## src/design/cnfm_pkg.sv

```systemverilog
// ----------------------------------------------------------------------------
// cnfm_pkg
// Shared types and constants of the three-input CNF minimiser: clause count,
// mask width, the operation codes of the shared step unit and its request.
// ----------------------------------------------------------------------------
package cnfm_pkg;

    localparam int NUM_CLAUSES = 8;
    localparam int IDX_W       = 3;
    localparam int MASK_W      = 4;
    localparam int CODE_W      = NUM_CLAUSES * MASK_W;

    localparam logic [MASK_W-1:0] FULL_MASK = 4'hF;

    // Operation carried out by the shared step unit.
    typedef enum logic {
        OP_SIMPLIFY = 1'b0,
        OP_RESOLVE  = 1'b1
    } op_t;

    // One request to the step unit: operation and the two clause indices.
    typedef struct packed {
        op_t              op;
        logic [IDX_W-1:0] idx_a;
        logic [IDX_W-1:0] idx_b;
    } step_req_t;

endpackage

```

## src/design/cnfm_step_unit.sv

```systemverilog
// ----------------------------------------------------------------------------
// cnfm_step_unit
// Shared combinational step: one subsumption / self-resolution step on a
// clause pair, or one pairwise resolution with removal of subsumed clauses.
// ----------------------------------------------------------------------------
module cnfm_step_unit (
    input  cnfm_pkg::step_req_t                 req,
    input  logic [cnfm_pkg::CODE_W-1:0]         masks,
    input  logic [cnfm_pkg::NUM_CLAUSES-1:0]    vals,
    output logic [cnfm_pkg::CODE_W-1:0]         masks_next,
    output logic                                changed
);

    logic [cnfm_pkg::MASK_W-1:0] m  [cnfm_pkg::NUM_CLAUSES];
    logic [cnfm_pkg::MASK_W-1:0] mn [cnfm_pkg::NUM_CLAUSES];
    logic [cnfm_pkg::MASK_W-1:0] ma;
    logic [cnfm_pkg::MASK_W-1:0] mb;
    logic                        va;
    logic                        vb;
    logic [cnfm_pkg::MASK_W-1:0] d_s;
    logic [cnfm_pkg::MASK_W-1:0] d_r;
    logic [cnfm_pkg::MASK_W-1:0] keep;
    logic [cnfm_pkg::IDX_W-1:0]  row;

    function automatic logic single_literal(input logic [cnfm_pkg::MASK_W-1:0] d);
        return (d == 4'd1) || (d == 4'd2) || (d == 4'd4);
    endfunction

    always_comb begin
        for (int r = 0; r < cnfm_pkg::NUM_CLAUSES; r++) begin
            m[r] = masks[r*cnfm_pkg::MASK_W +: cnfm_pkg::MASK_W];
        end
    end

    assign ma   = m[req.idx_a];
    assign mb   = m[req.idx_b];
    assign va   = vals[req.idx_a];
    assign vb   = vals[req.idx_b];
    assign d_s  = {1'b0, req.idx_a ^ req.idx_b} & ma;
    assign d_r  = {1'b0, req.idx_a ^ req.idx_b} & ma & mb & 4'h7;
    assign keep = (ma | mb) ^ d_r;
    assign row  = ((req.idx_a & ma[2:0]) | (req.idx_b & mb[2:0])) ^ d_r[2:0];

    always_comb begin
        for (int r = 0; r < cnfm_pkg::NUM_CLAUSES; r++) begin
            mn[r] = m[r];
        end
        changed = 1'b0;
        unique case (req.op)
            cnfm_pkg::OP_SIMPLIFY: begin
                // Clause a subsumes or strengthens clause b.
                if (req.idx_a != req.idx_b && va == vb && ma != '0 && mb != '0 &&
                    (ma & mb) == ma) begin
                    if (d_s == '0) begin
                        mn[req.idx_b] = '0;
                        changed       = 1'b1;
                    end else if (single_literal(d_s)) begin
                        mn[req.idx_b] = mb ^ d_s;
                        changed       = 1'b1;
                    end
                end
            end
            cnfm_pkg::OP_RESOLVE: begin
                // The resolvent removes every clause that it subsumes.
                if (ma != '0 && mb != '0 && va == vb && single_literal(d_r)) begin
                    for (int r = 0; r < cnfm_pkg::NUM_CLAUSES; r++) begin
                        if (m[r] != '0 && vals[r] == va && (keep & m[r]) == keep &&
                            ((cnfm_pkg::IDX_W'(r) ^ row) & keep[2:0]) == '0) begin
                            mn[r]   = '0;
                            changed = 1'b1;
                        end
                    end
                end
            end
            default: begin
            end
        endcase
    end

    always_comb begin
        for (int r = 0; r < cnfm_pkg::NUM_CLAUSES; r++) begin
            masks_next[r*cnfm_pkg::MASK_W +: cnfm_pkg::MASK_W] = mn[r];
        end
    end

endmodule

```

## src/design/three_input_cnf_minimizer.sv

```systemverilog
// ----------------------------------------------------------------------------
// three_input_cnf_minimizer
// Minimises the row-clause CNF of a three-input function by a subsumption
// fixpoint followed by a redundancy-removal fixpoint, one step per cycle.
// ----------------------------------------------------------------------------
// Sequence: the subsumption pass over all ordered pairs repeats until a
//   pass changes nothing, then the redundancy pass over pairs a < b repeats
//   likewise before the output register is loaded; the loop counts depend on the table.
// Throughput: one request at a time; the next is taken once the sequencer
//   has placed the previous result in the output register.
// Reset: synchronous, active low; clears the sequencer and the output valid.
// ----------------------------------------------------------------------------
module three_input_cnf_minimizer (
    input  logic                          aclk,
    input  logic                          aresetn,
    input  logic                          s_valid,
    output logic                          s_ready,
    input  logic [7:0]                    s_truth_table,
    output logic                          m_valid,
    input  logic                          m_ready,
    output logic [cnfm_pkg::CODE_W-1:0]   m_base_code,
    output logic [cnfm_pkg::CODE_W-1:0]   m_reduced_code
);

    // One-hot sequencer states.
    typedef enum logic [3:0] {
        ST_IDLE = 4'b0001,
        ST_SUB  = 4'b0010,
        ST_RED  = 4'b0100,
        ST_DONE = 4'b1000
    } state_t;

    state_t                              state_reg, state_next;
    logic [cnfm_pkg::CODE_W-1:0]         mask_reg, mask_next;
    logic [cnfm_pkg::NUM_CLAUSES-1:0]    val_reg;
    logic [cnfm_pkg::IDX_W-1:0]          a_reg, a_next;
    logic [cnfm_pkg::IDX_W-1:0]          b_reg, b_next;
    logic                                any_reg, any_next;
    logic [cnfm_pkg::CODE_W-1:0]         base_reg;
    logic                                out_valid_reg;
    logic [cnfm_pkg::CODE_W-1:0]         out_base_reg;
    logic [cnfm_pkg::CODE_W-1:0]         out_red_reg;

    cnfm_pkg::step_req_t                 req;
    logic [cnfm_pkg::CODE_W-1:0]         unit_masks;
    logic                                unit_changed;
    logic                                pass_any;
    logic                                accept;
    logic                                load_out;

    assign s_ready        = (state_reg == ST_IDLE);
    assign accept         = s_valid && s_ready;
    assign m_valid        = out_valid_reg;
    assign m_base_code    = out_base_reg;
    assign m_reduced_code = out_red_reg;

    // The one shared step unit serves both phases; the state picks the operation.
    assign req.op    = (state_reg == ST_RED) ? cnfm_pkg::OP_RESOLVE : cnfm_pkg::OP_SIMPLIFY;
    assign req.idx_a = a_reg;
    assign req.idx_b = b_reg;

    cnfm_step_unit u_step (
        .req        (req),
        .masks      (mask_reg),
        .vals       (val_reg),
        .masks_next (unit_masks),
        .changed    (unit_changed)
    );

    // Whether anything in the current pass changed, including this step.
    assign pass_any = any_reg || unit_changed;
    assign load_out = (state_reg == ST_DONE) && (!out_valid_reg || m_ready);

    always_comb begin
        state_next = state_reg;
        mask_next  = mask_reg;
        a_next     = a_reg;
        b_next     = b_reg;
        any_next   = any_reg;
        unique case (state_reg)
            ST_IDLE: begin
                if (accept) begin
                    state_next = ST_SUB;
                    mask_next  = {cnfm_pkg::NUM_CLAUSES{cnfm_pkg::FULL_MASK}};
                    a_next     = '0;
                    b_next     = '0;
                    any_next   = 1'b0;
                end
            end
            ST_SUB: begin
                // Clause a acts on every clause b in turn, a then advances.
                mask_next = unit_masks;
                b_next    = b_reg + 3'd1;
                any_next  = pass_any;
                if (b_reg == 3'd7) begin
                    a_next = a_reg + 3'd1;
                    if (a_reg == 3'd7) begin
                        any_next = 1'b0;
                        if (!pass_any) begin
                            // Fixpoint reached: start the pair sweep at (0,1).
                            state_next = ST_RED;
                            a_next     = 3'd0;
                            b_next     = 3'd1;
                        end
                    end
                end
            end
            ST_RED: begin
                // Pairs (a,b) with a < b in the nested order of the sweep.
                mask_next = unit_masks;
                any_next  = pass_any;
                b_next    = b_reg + 3'd1;
                if (b_reg == 3'd7) begin
                    a_next = a_reg + 3'd1;
                    b_next = a_reg + 3'd2;
                    if (a_reg == 3'd6) begin
                        any_next = 1'b0;
                        a_next   = 3'd0;
                        b_next   = 3'd1;
                        if (!pass_any) begin
                            state_next = ST_DONE;
                        end
                    end
                end
            end
            ST_DONE: begin
                if (load_out) begin
                    state_next = ST_IDLE;
                end
            end
            default: begin
                state_next = ST_IDLE;
            end
        endcase
    end

    always_ff @(posedge aclk) begin
        if (!aresetn) begin
            state_reg     <= ST_IDLE;
            out_valid_reg <= 1'b0;
            a_reg         <= '0;
            b_reg         <= '0;
            any_reg       <= 1'b0;
        end else begin
            state_reg <= state_next;
            a_reg     <= a_next;
            b_reg     <= b_next;
            any_reg   <= any_next;
            if (load_out) begin
                out_valid_reg <= 1'b1;
            end else if (m_ready) begin
                out_valid_reg <= 1'b0;
            end
        end
    end

    always_ff @(posedge aclk) begin
        mask_reg <= mask_next;
        if (accept) begin
            val_reg <= s_truth_table;
        end
        // The base code is the mask set at the moment the first phase ends.
        if (state_reg == ST_SUB && state_next == ST_RED) begin
            base_reg <= unit_masks;
        end
        if (load_out) begin
            out_base_reg <= base_reg;
            out_red_reg  <= mask_reg;
        end
    end

    // An accepted request always starts the subsumption phase.
    a_accept_starts: assert property (@(posedge aclk) disable iff (!aresetn)
        accept |=> state_reg == ST_SUB)
        else $error("accepted request did not start the subsumption phase");

    // While working, masks only ever lose bits.
    a_masks_shrink: assert property (@(posedge aclk) disable iff (!aresetn)
        (state_reg == ST_SUB || state_reg == ST_RED) |=>
            ((mask_reg & ~$past(mask_reg)) == '0))
        else $error("a clause mask gained a bit during minimisation");

    // Redundancy removal only deletes clauses of the base set.
    a_reduced_subset: assert property (@(posedge aclk) disable iff (!aresetn)
        out_valid_reg |-> ((out_red_reg & ~out_base_reg) == '0))
        else $error("reduced code holds bits absent from the base code");

    // A new result appears only when the sequencer hands one over.
    a_result_source: assert property (@(posedge aclk) disable iff (!aresetn)
        (!out_valid_reg ##1 out_valid_reg) |-> $past(state_reg) == ST_DONE)
        else $error("result became valid without a finished computation");

endmodule
```

## config.mk

```make
export PLATFORM = sky130hd
export DESIGN_NAME = three_input_cnf_minimizer
export DESIGN_NICKNAME = d
export VERILOG_FILES = /design/src/design/cnfm_pkg.sv /design/src/design/cnfm_step_unit.sv /design/src/design/three_input_cnf_minimizer.sv
export SDC_FILE = /design/constraint.sdc
export NUM_CORES = 1
export LEC_CHECK = 0
export BUFFER_PORTS_ARGS = -buffer_cell sky130_fd_sc_hd__buf_4
export CAP_MARGIN = 15
export CELL_PAD_IN_SITES_DETAIL_PLACEMENT = 1
export CELL_PAD_IN_SITES_GLOBAL_PLACEMENT = 1
export CORE_ASPECT_RATIO = 1.5
export CORE_UTILIZATION = 40
export DETAILED_ROUTE_END_ITERATION = 6
export PLACE_DENSITY = 0.76
export SETUP_SLACK_MARGIN = 0.3
export SYNTH_ARGS = -nofsm -noshare
export SYNTH_HDL_FRONTEND = slang
export SYNTH_SLANG_ARGS = --single-unit
```

## constraint.sdc

```tcl
create_clock -name aclk -period 14.5 [get_ports aclk]
set_input_delay 0.725 -clock aclk [delete_from_list [all_inputs] [get_ports aclk]]
set_output_delay 0.725 -clock aclk [all_outputs]
set_load 0.02 [all_outputs]
```

# == Word level (Yosys, flattened, before mapping) ==
# Cells that the tools add are included.
# word_totals
out_inout_bits,66
input_bits,12
elab_cells,233
ff_bits,148
# op_classes
n_mux,72
n_addsub,3
n_lt_le_gt_ge,5
n_eq_ne,36
bitwise,39
reduce_logical,68
# ops
op,count
$mux W32,5
$pmux W32 S2,2
$mux W4,21
$reduce_bool A4 Y1,10
$and A4 B4 Y4,9
$eq A4 B4 Y1,9
$logic_and A1 B1 Y1,35
$and A3 B3 Y3,11
$mux W3,11
$and A32 B32 Y32,1
$bwmux W32,1
$not A32 Y32,1
$bmux W4 S3,2
$logic_not A3 Y1,8
$mux W1,22
$pmux W3 S3,2
$pmux W4 S4,1
$demux W4 S3,1
$eq A3 B3 Y1 const B,4
$eq A4 B3 Y1 const B,3
$eq A1 B1 Y1,9
$eq A4 B1 Y1 const B,2
$eq A4 B2 Y1 const B,2
$ge A4 B4 Y1 const B,2
31 further kinds,49

# == Logic depth before layout (Yosys ltp) ==
# depth
word_depth,28
mapped_depth,13
depth_no_buf,10

# == Modules after synthesis ==
# Synthesis repeated with hierarchy kept, for this count alone.
# hier_totals
cells_unflattened,571
hier_area_um2,7495.9
# modules_own_cells
mod,seq_area_each_um2,cells_per_inst,area_each_um2,instances
three_input_cnf_minimizer,4324.1,272,5162.5,1
cnfm_step_unit,0.0,299,2333.5,1

# == Worst setup path before layout ==
# OpenSTA, ideal clock, no wires.
# synth_path
kind,register to register
start,register a_reg[0] (netlist bit)
end,"register base_reg[0] (netlist bit), enable pin"
synth_period_minus_slack_ns,4.898
setup_ns,0.463
arrival_time_ns,4.435
path_slack_ns,9.602
required_ns,14.037
n_path_buf,2
path_stages_with_launch,10
path_cell_list,dfxtp_1 -> buf_6 -> mux4_2 -> mux2_2 -> nor3_1 -> a211oi_4 -> nand4bb_1 -> buf_2 -> inv_2 -> nor3_1
# synth_between
elab_chain_cells,28
word_cells_on_any_way,133
cone_classes,eq/ne: 28; mux: 25; bitwise: 33; reduce/logical: 47
# synth_rtl
element,line,source
from (decl),three_input_cnf_minimizer.sv:36,"logic [cnfm_pkg::IDX_W-1:0] a_reg, a_next;"
from (signal assigned),three_input_cnf_minimizer.sv:146,a_reg <= a_next;
$not A3 Y4 (implied by the code),cnfm_step_unit.sv:35,assign ma = m[req.idx_a];
$bmux W4 S3,cnfm_step_unit.sv:35,
$mux W4 (implied by the code) (2 in a row),cnfm_step_unit.sv:35,
$and A3 B4 Y4,cnfm_step_unit.sv:39,"assign d_s = {1'b0, req.idx_a ^ req.idx_b} & ma;"
$and A3 B3 Y3,cnfm_step_unit.sv:40,"assign d_r = {1'b0, req.idx_a ^ req.idx_b} & ma & mb & 4'h7;"
$xor A4 B3 Y4,cnfm_step_unit.sv:41,assign keep = (ma | mb) ^ d_r;
$and A4 B4 Y4,cnfm_step_unit.sv:67,if (m[r] != '0 && vals[r] == va && (keep & m[r]) == keep &&
$eq A4 B4 Y1,cnfm_step_unit.sv:67,
[... 11 more ...],-,
$pmux W1 S2,cnfm_step_unit.sv:49,unique case (req.op)
$logic_or A1 B1 Y1,three_input_cnf_minimizer.sv:71,assign pass_any = any_reg || unit_changed;
"$mux W4, on equally long branches","three_input_cnf_minimizer.sv:120, three_input_cnf_minimizer.sv:99",
"$mux W4, on equally long branches","three_input_cnf_minimizer.sv:116, three_input_cnf_minimizer.sv:97",
"$mux W4, on equally long branches","three_input_cnf_minimizer.sv:113, three_input_cnf_minimizer.sv:95",
$pmux W4 S4 *,three_input_cnf_minimizer.sv:80,unique case (state_reg)
$eq A4 B3 Y1 *,three_input_cnf_minimizer.sv:163,if (state_reg == ST_SUB && state_next == ST_RED) begin
$logic_and A1 B1 Y1 *,three_input_cnf_minimizer.sv:163,
to (signal assigned),three_input_cnf_minimizer.sv:164,base_reg <= unit_masks;
to (decl),three_input_cnf_minimizer.sv:39,logic [cnfm_pkg::CODE_W-1:0] base_reg;
# Mark *: on every way between the ends. The rest lies on a longest branch, timed or not. The select of a mux whose other input is x is not followed.
# A chain may end at the register's enable or synchronous reset.

# == Worst setup path in the final report ==
# layout_path
start,register b_reg[2] (netlist bit)
end,register mask_reg[23] (netlist bit) (data pin)
# layout_between
elab_chain_cells,15
word_cells_on_any_way,60
cone_classes,order compare: 2; eq/ne: 10; mux: 15; bitwise: 16; reduce/logical: 17
# layout_rtl
element,line,source
from (decl),three_input_cnf_minimizer.sv:37,"logic [cnfm_pkg::IDX_W-1:0] b_reg, b_next;"
from (signal assigned),three_input_cnf_minimizer.sv:147,b_reg <= b_next;
$not A3 Y4 (implied by the code),"cnfm_step_unit.sv:36, cnfm_step_unit.sv:55, cnfm_step_unit.sv:58",
$bmux W4 S3,cnfm_step_unit.sv:36,assign mb = m[req.idx_b];
$mux W4 (implied by the code) (2 in a row),cnfm_step_unit.sv:36,
$and A3 B3 Y3,cnfm_step_unit.sv:42,assign row = ((req.idx_a & ma[2:0]) | (req.idx_b & mb[2:0])) ^ d_r[2:0];
$or A3 B3 Y3,cnfm_step_unit.sv:42,
$xor A3 B3 Y3,cnfm_step_unit.sv:42,
$not A2 Y2 (no source line),-,
$and A3 B3 Y3,cnfm_step_unit.sv:68,((cnfm_pkg::IDX_W'(r) ^ row) & keep[2:0]) == '0) begin
$logic_not A3 Y1,cnfm_step_unit.sv:68,
$logic_and A1 B1 Y1,cnfm_step_unit.sv:67,
$mux W4,cnfm_step_unit.sv:67,
$mux W32,cnfm_step_unit.sv:65,if (ma != '0 && mb != '0 && va == vb && single_literal(d_r)) begin
$pmux W32 S2 *,cnfm_step_unit.sv:49,
$pmux W32 S2 *,three_input_cnf_minimizer.sv:80,
to (signal assigned),three_input_cnf_minimizer.sv:158,mask_reg <= mask_next;
to (decl),three_input_cnf_minimizer.sv:34,"logic [cnfm_pkg::CODE_W-1:0] mask_reg, mask_next;"
# Marks and branches as above.

==> summary.txt <==
Outcome
  • Status: completed

Worst setup path
  • Crit end category: flop
  • Max FO, Critical Path: 20
  • CP startpoint kind: flop
  • CP Launch Point: b_reg[2]
  • FF-to-FF Start: b_reg[2]
  • CP arrival: between 4000 and 5000 ps
  • CP Class: reg2reg
  • CP required: between 10000 and 15000 ps

Yosys
  • Mapped Nets: approximately 570
  • Share of the synthesized area in the top cell type: between 50% and 60%
  • Synth area leaders: edfxtp_1, dfxtp_1, mux4_2
  • EDFF count, synth: 136
  • Sequential-to-total area share from yosys stat: 59.1%
  • Syn_area_per_cell: ~13 µm²
  • #FFs+latches synth: roughly 150
  • Dominant cell type by area after synthesis: edfxtp_1
  • Synth async-reset ratio: 0%
  • Synth unique cells: 79
  • Cell with the most instances after synthesis: edfxtp_1
  • Cell count after synthesis: ~550
  • Synth cell count leaders: edfxtp_1, nor2_1, nand2_1
  • Area of the mapped netlist: between 0.007 and 0.008 mm²
  • Ys flop type: edfxtp_1
  • YS warnings: 0

Drt
  • Highest routed layer: met4
  • Post-route ant nets: 0
  • Met1 wire length: between 8 and 9 mm
  • Vias per cell: approximately 6.3
  • Routed wl met3: 1.09 mm
  • Drt first-iter violations: a little under 500
  • Remaining DRCs: 0
  • 1st-pass router iterations: 5
  • DR WL met2: approximately 12 mm
  • Routed vias: 5424
  • Per-cell routed wire length: 26.5 µm
  • Post-Route WL: around 23 mm

Floorplan
  • I/O pin total: 78
  • Core box area: 0.0179 mm²
  • Full die area: ~0.019 mm²
  • DIE WIDTH: 112 µm
  • Site Rows: 60
  • Chip height: 168 µm
  • Starting Density: about 41%

Placement
  • Area after DPL: around 0.008 mm²
  • Pre-CTS setup slack: between 10000 and 15000 ps
  • I/O Buffers: 77
  • DP HPWL: ~16 mm
  • Placer congestion estimate: roughly 0.95

STA
  • Worst setup margin: about 10000 ps
  • Final Hold Vio Count: 0
  • Worst Skew: roughly 11 ps
  • Total negative slack: 0 ps
  • Final hold slack: roughly 420 ps
  • Setup violators final: 0
  • Rel. slew slack: 37.5%
  • Part of the cycle the worst path needs: between 20% and 30%
  • Max-slew violation count: 0
  • Worst Max-Slew Pin Slew: 936 ps
  • RSZ-0062 raised after global routing: no
  • Fmax: ~0.23 GHz
  • Final min period: roughly 4300 ps

Flow run
  • Maxcap violations: 0

Power
  • Leakage: about 3 nW
  • Max VDD drop: ~50 µV
  • Power per standard cell area: approximately 110 mW/mm²

Clock network
  • Post-cts resize count: 0
  • Setup bufs post-CTS: 0
  • Clock slew at reported path FFs: around 70 ps
  • H-tree depth reported by CTS: 4
  • Cts bufs inserted: 17
  • CTS tree: yes
  • Num Clock Sinks: 148
  • Clk buf depth: 2
  • Clk Latency, worst-skew pair: 430 ps
  • Hold_buf cts: 0
  • Clk root buf: clkbuf_16

Worst hold path
  • HP Class: reg2reg
  • Worst hold start: base_reg[1]

GRT
  • Grt total ovfl: 0
  • First-pass GRT wire length: between 30 and 40 mm
  • GRT Util Overall: 25.3%
  • Vias in the first global route: about 5700
  • Largest net degree at the start of global routing: 65
  • Initial antenna violation count: 0

Layout
  • Area growth from synthesis to layout: 19.0%
  • Design Area, Final: 0.00872 mm²
  • # diodes: 0
  • Layout Nets: 646
  • Multi-input gate area: 0.00278 mm²
  • Reg area: 0.00432 mm²
  • Fill cells: approximately 1900
  • Layout cells sized above 1: about a quarter
## cells by family after synthesis
family,after synthesis,share of synthesized area (%)
buffers and inverters,47,3.09
flip-flops,148,59.1
multiplexers,35,7.09
XOR/XNOR,16,2.02
adder cells (fa/ha/maj),7,1.18
AND/OR/NAND/NOR,137,10.1
AO/OA/AOI/OAI,158,17.5
## layout by cell type, fill, tap and decap left out, drive strengths merged, types with 14 or more instances in the layout
cell / instances
mux2i: 16
o21ai: 16
nand2: 25
inv: 31
nor2: 28
clkbuf: 17
a21oi: 14
edfxtp: 136
o22ai: 18
buf: 85
nand3: 15
## area by class of cell
class / count / share of cell area [%]
clock inverters: 15 / 2.14
multi-input cells: 353 / 31.9
inverters: 23 / 0.991
repair buffers: 85 / 7.32
flip-flops and latches: 148 / 49.6
well taps: 217 / 3.12
clock buffers: 17 / 4.88
## worst paths after layout
check	end	slack [ps]	cells past startpoint
max	mask_reg[23]	10220	10
min	m_base_code[1]	420	0
max reg2reg	mask_reg[23]	10220	10
min reg2reg	m_base_code[1]	420	0
## worst max-delay path, cell delays in order (launching register included)
cell       delay [ps]
dfxtp_1           320
buf_4             300
clkinv_1          480
o2bb2ai_1         500
and2_1            240
nor2_1            110
a211oi_4          430
nand4bb_1         630
or2_0             460
and3_1            210
a311o_1           320
## through the flow
stage	power [mW]	instances	utilization (%)
final	0.990	858	48.6
after global routing	1.02	858	48.6
after CTS	0.999	858	48.6
after detailed placement	0.536	826	45.2
after global placement	0.534	826	45.2
after floorplan	0.517	548	-
## layer usage
| metal | vias up | GRT usage (%) |
|---|---|---|
| met5 | - | 0 |
| met4 | 0 | 16.3 |
| met3 | 85 | 4.45 |
| met2 | 244 | 44.4 |
| met1 | 2723 | 28.0 |
| li1 | 2372 | - |
## report_power, final
part | switching, mW | internal (mW)
clock | 0.201 | 0.262
sequential | 0.00298 | 0.468
combinational | 0.0377 | 0.0183
total | 0.242 | 0.748
Power figures use the tool's default switching activity.
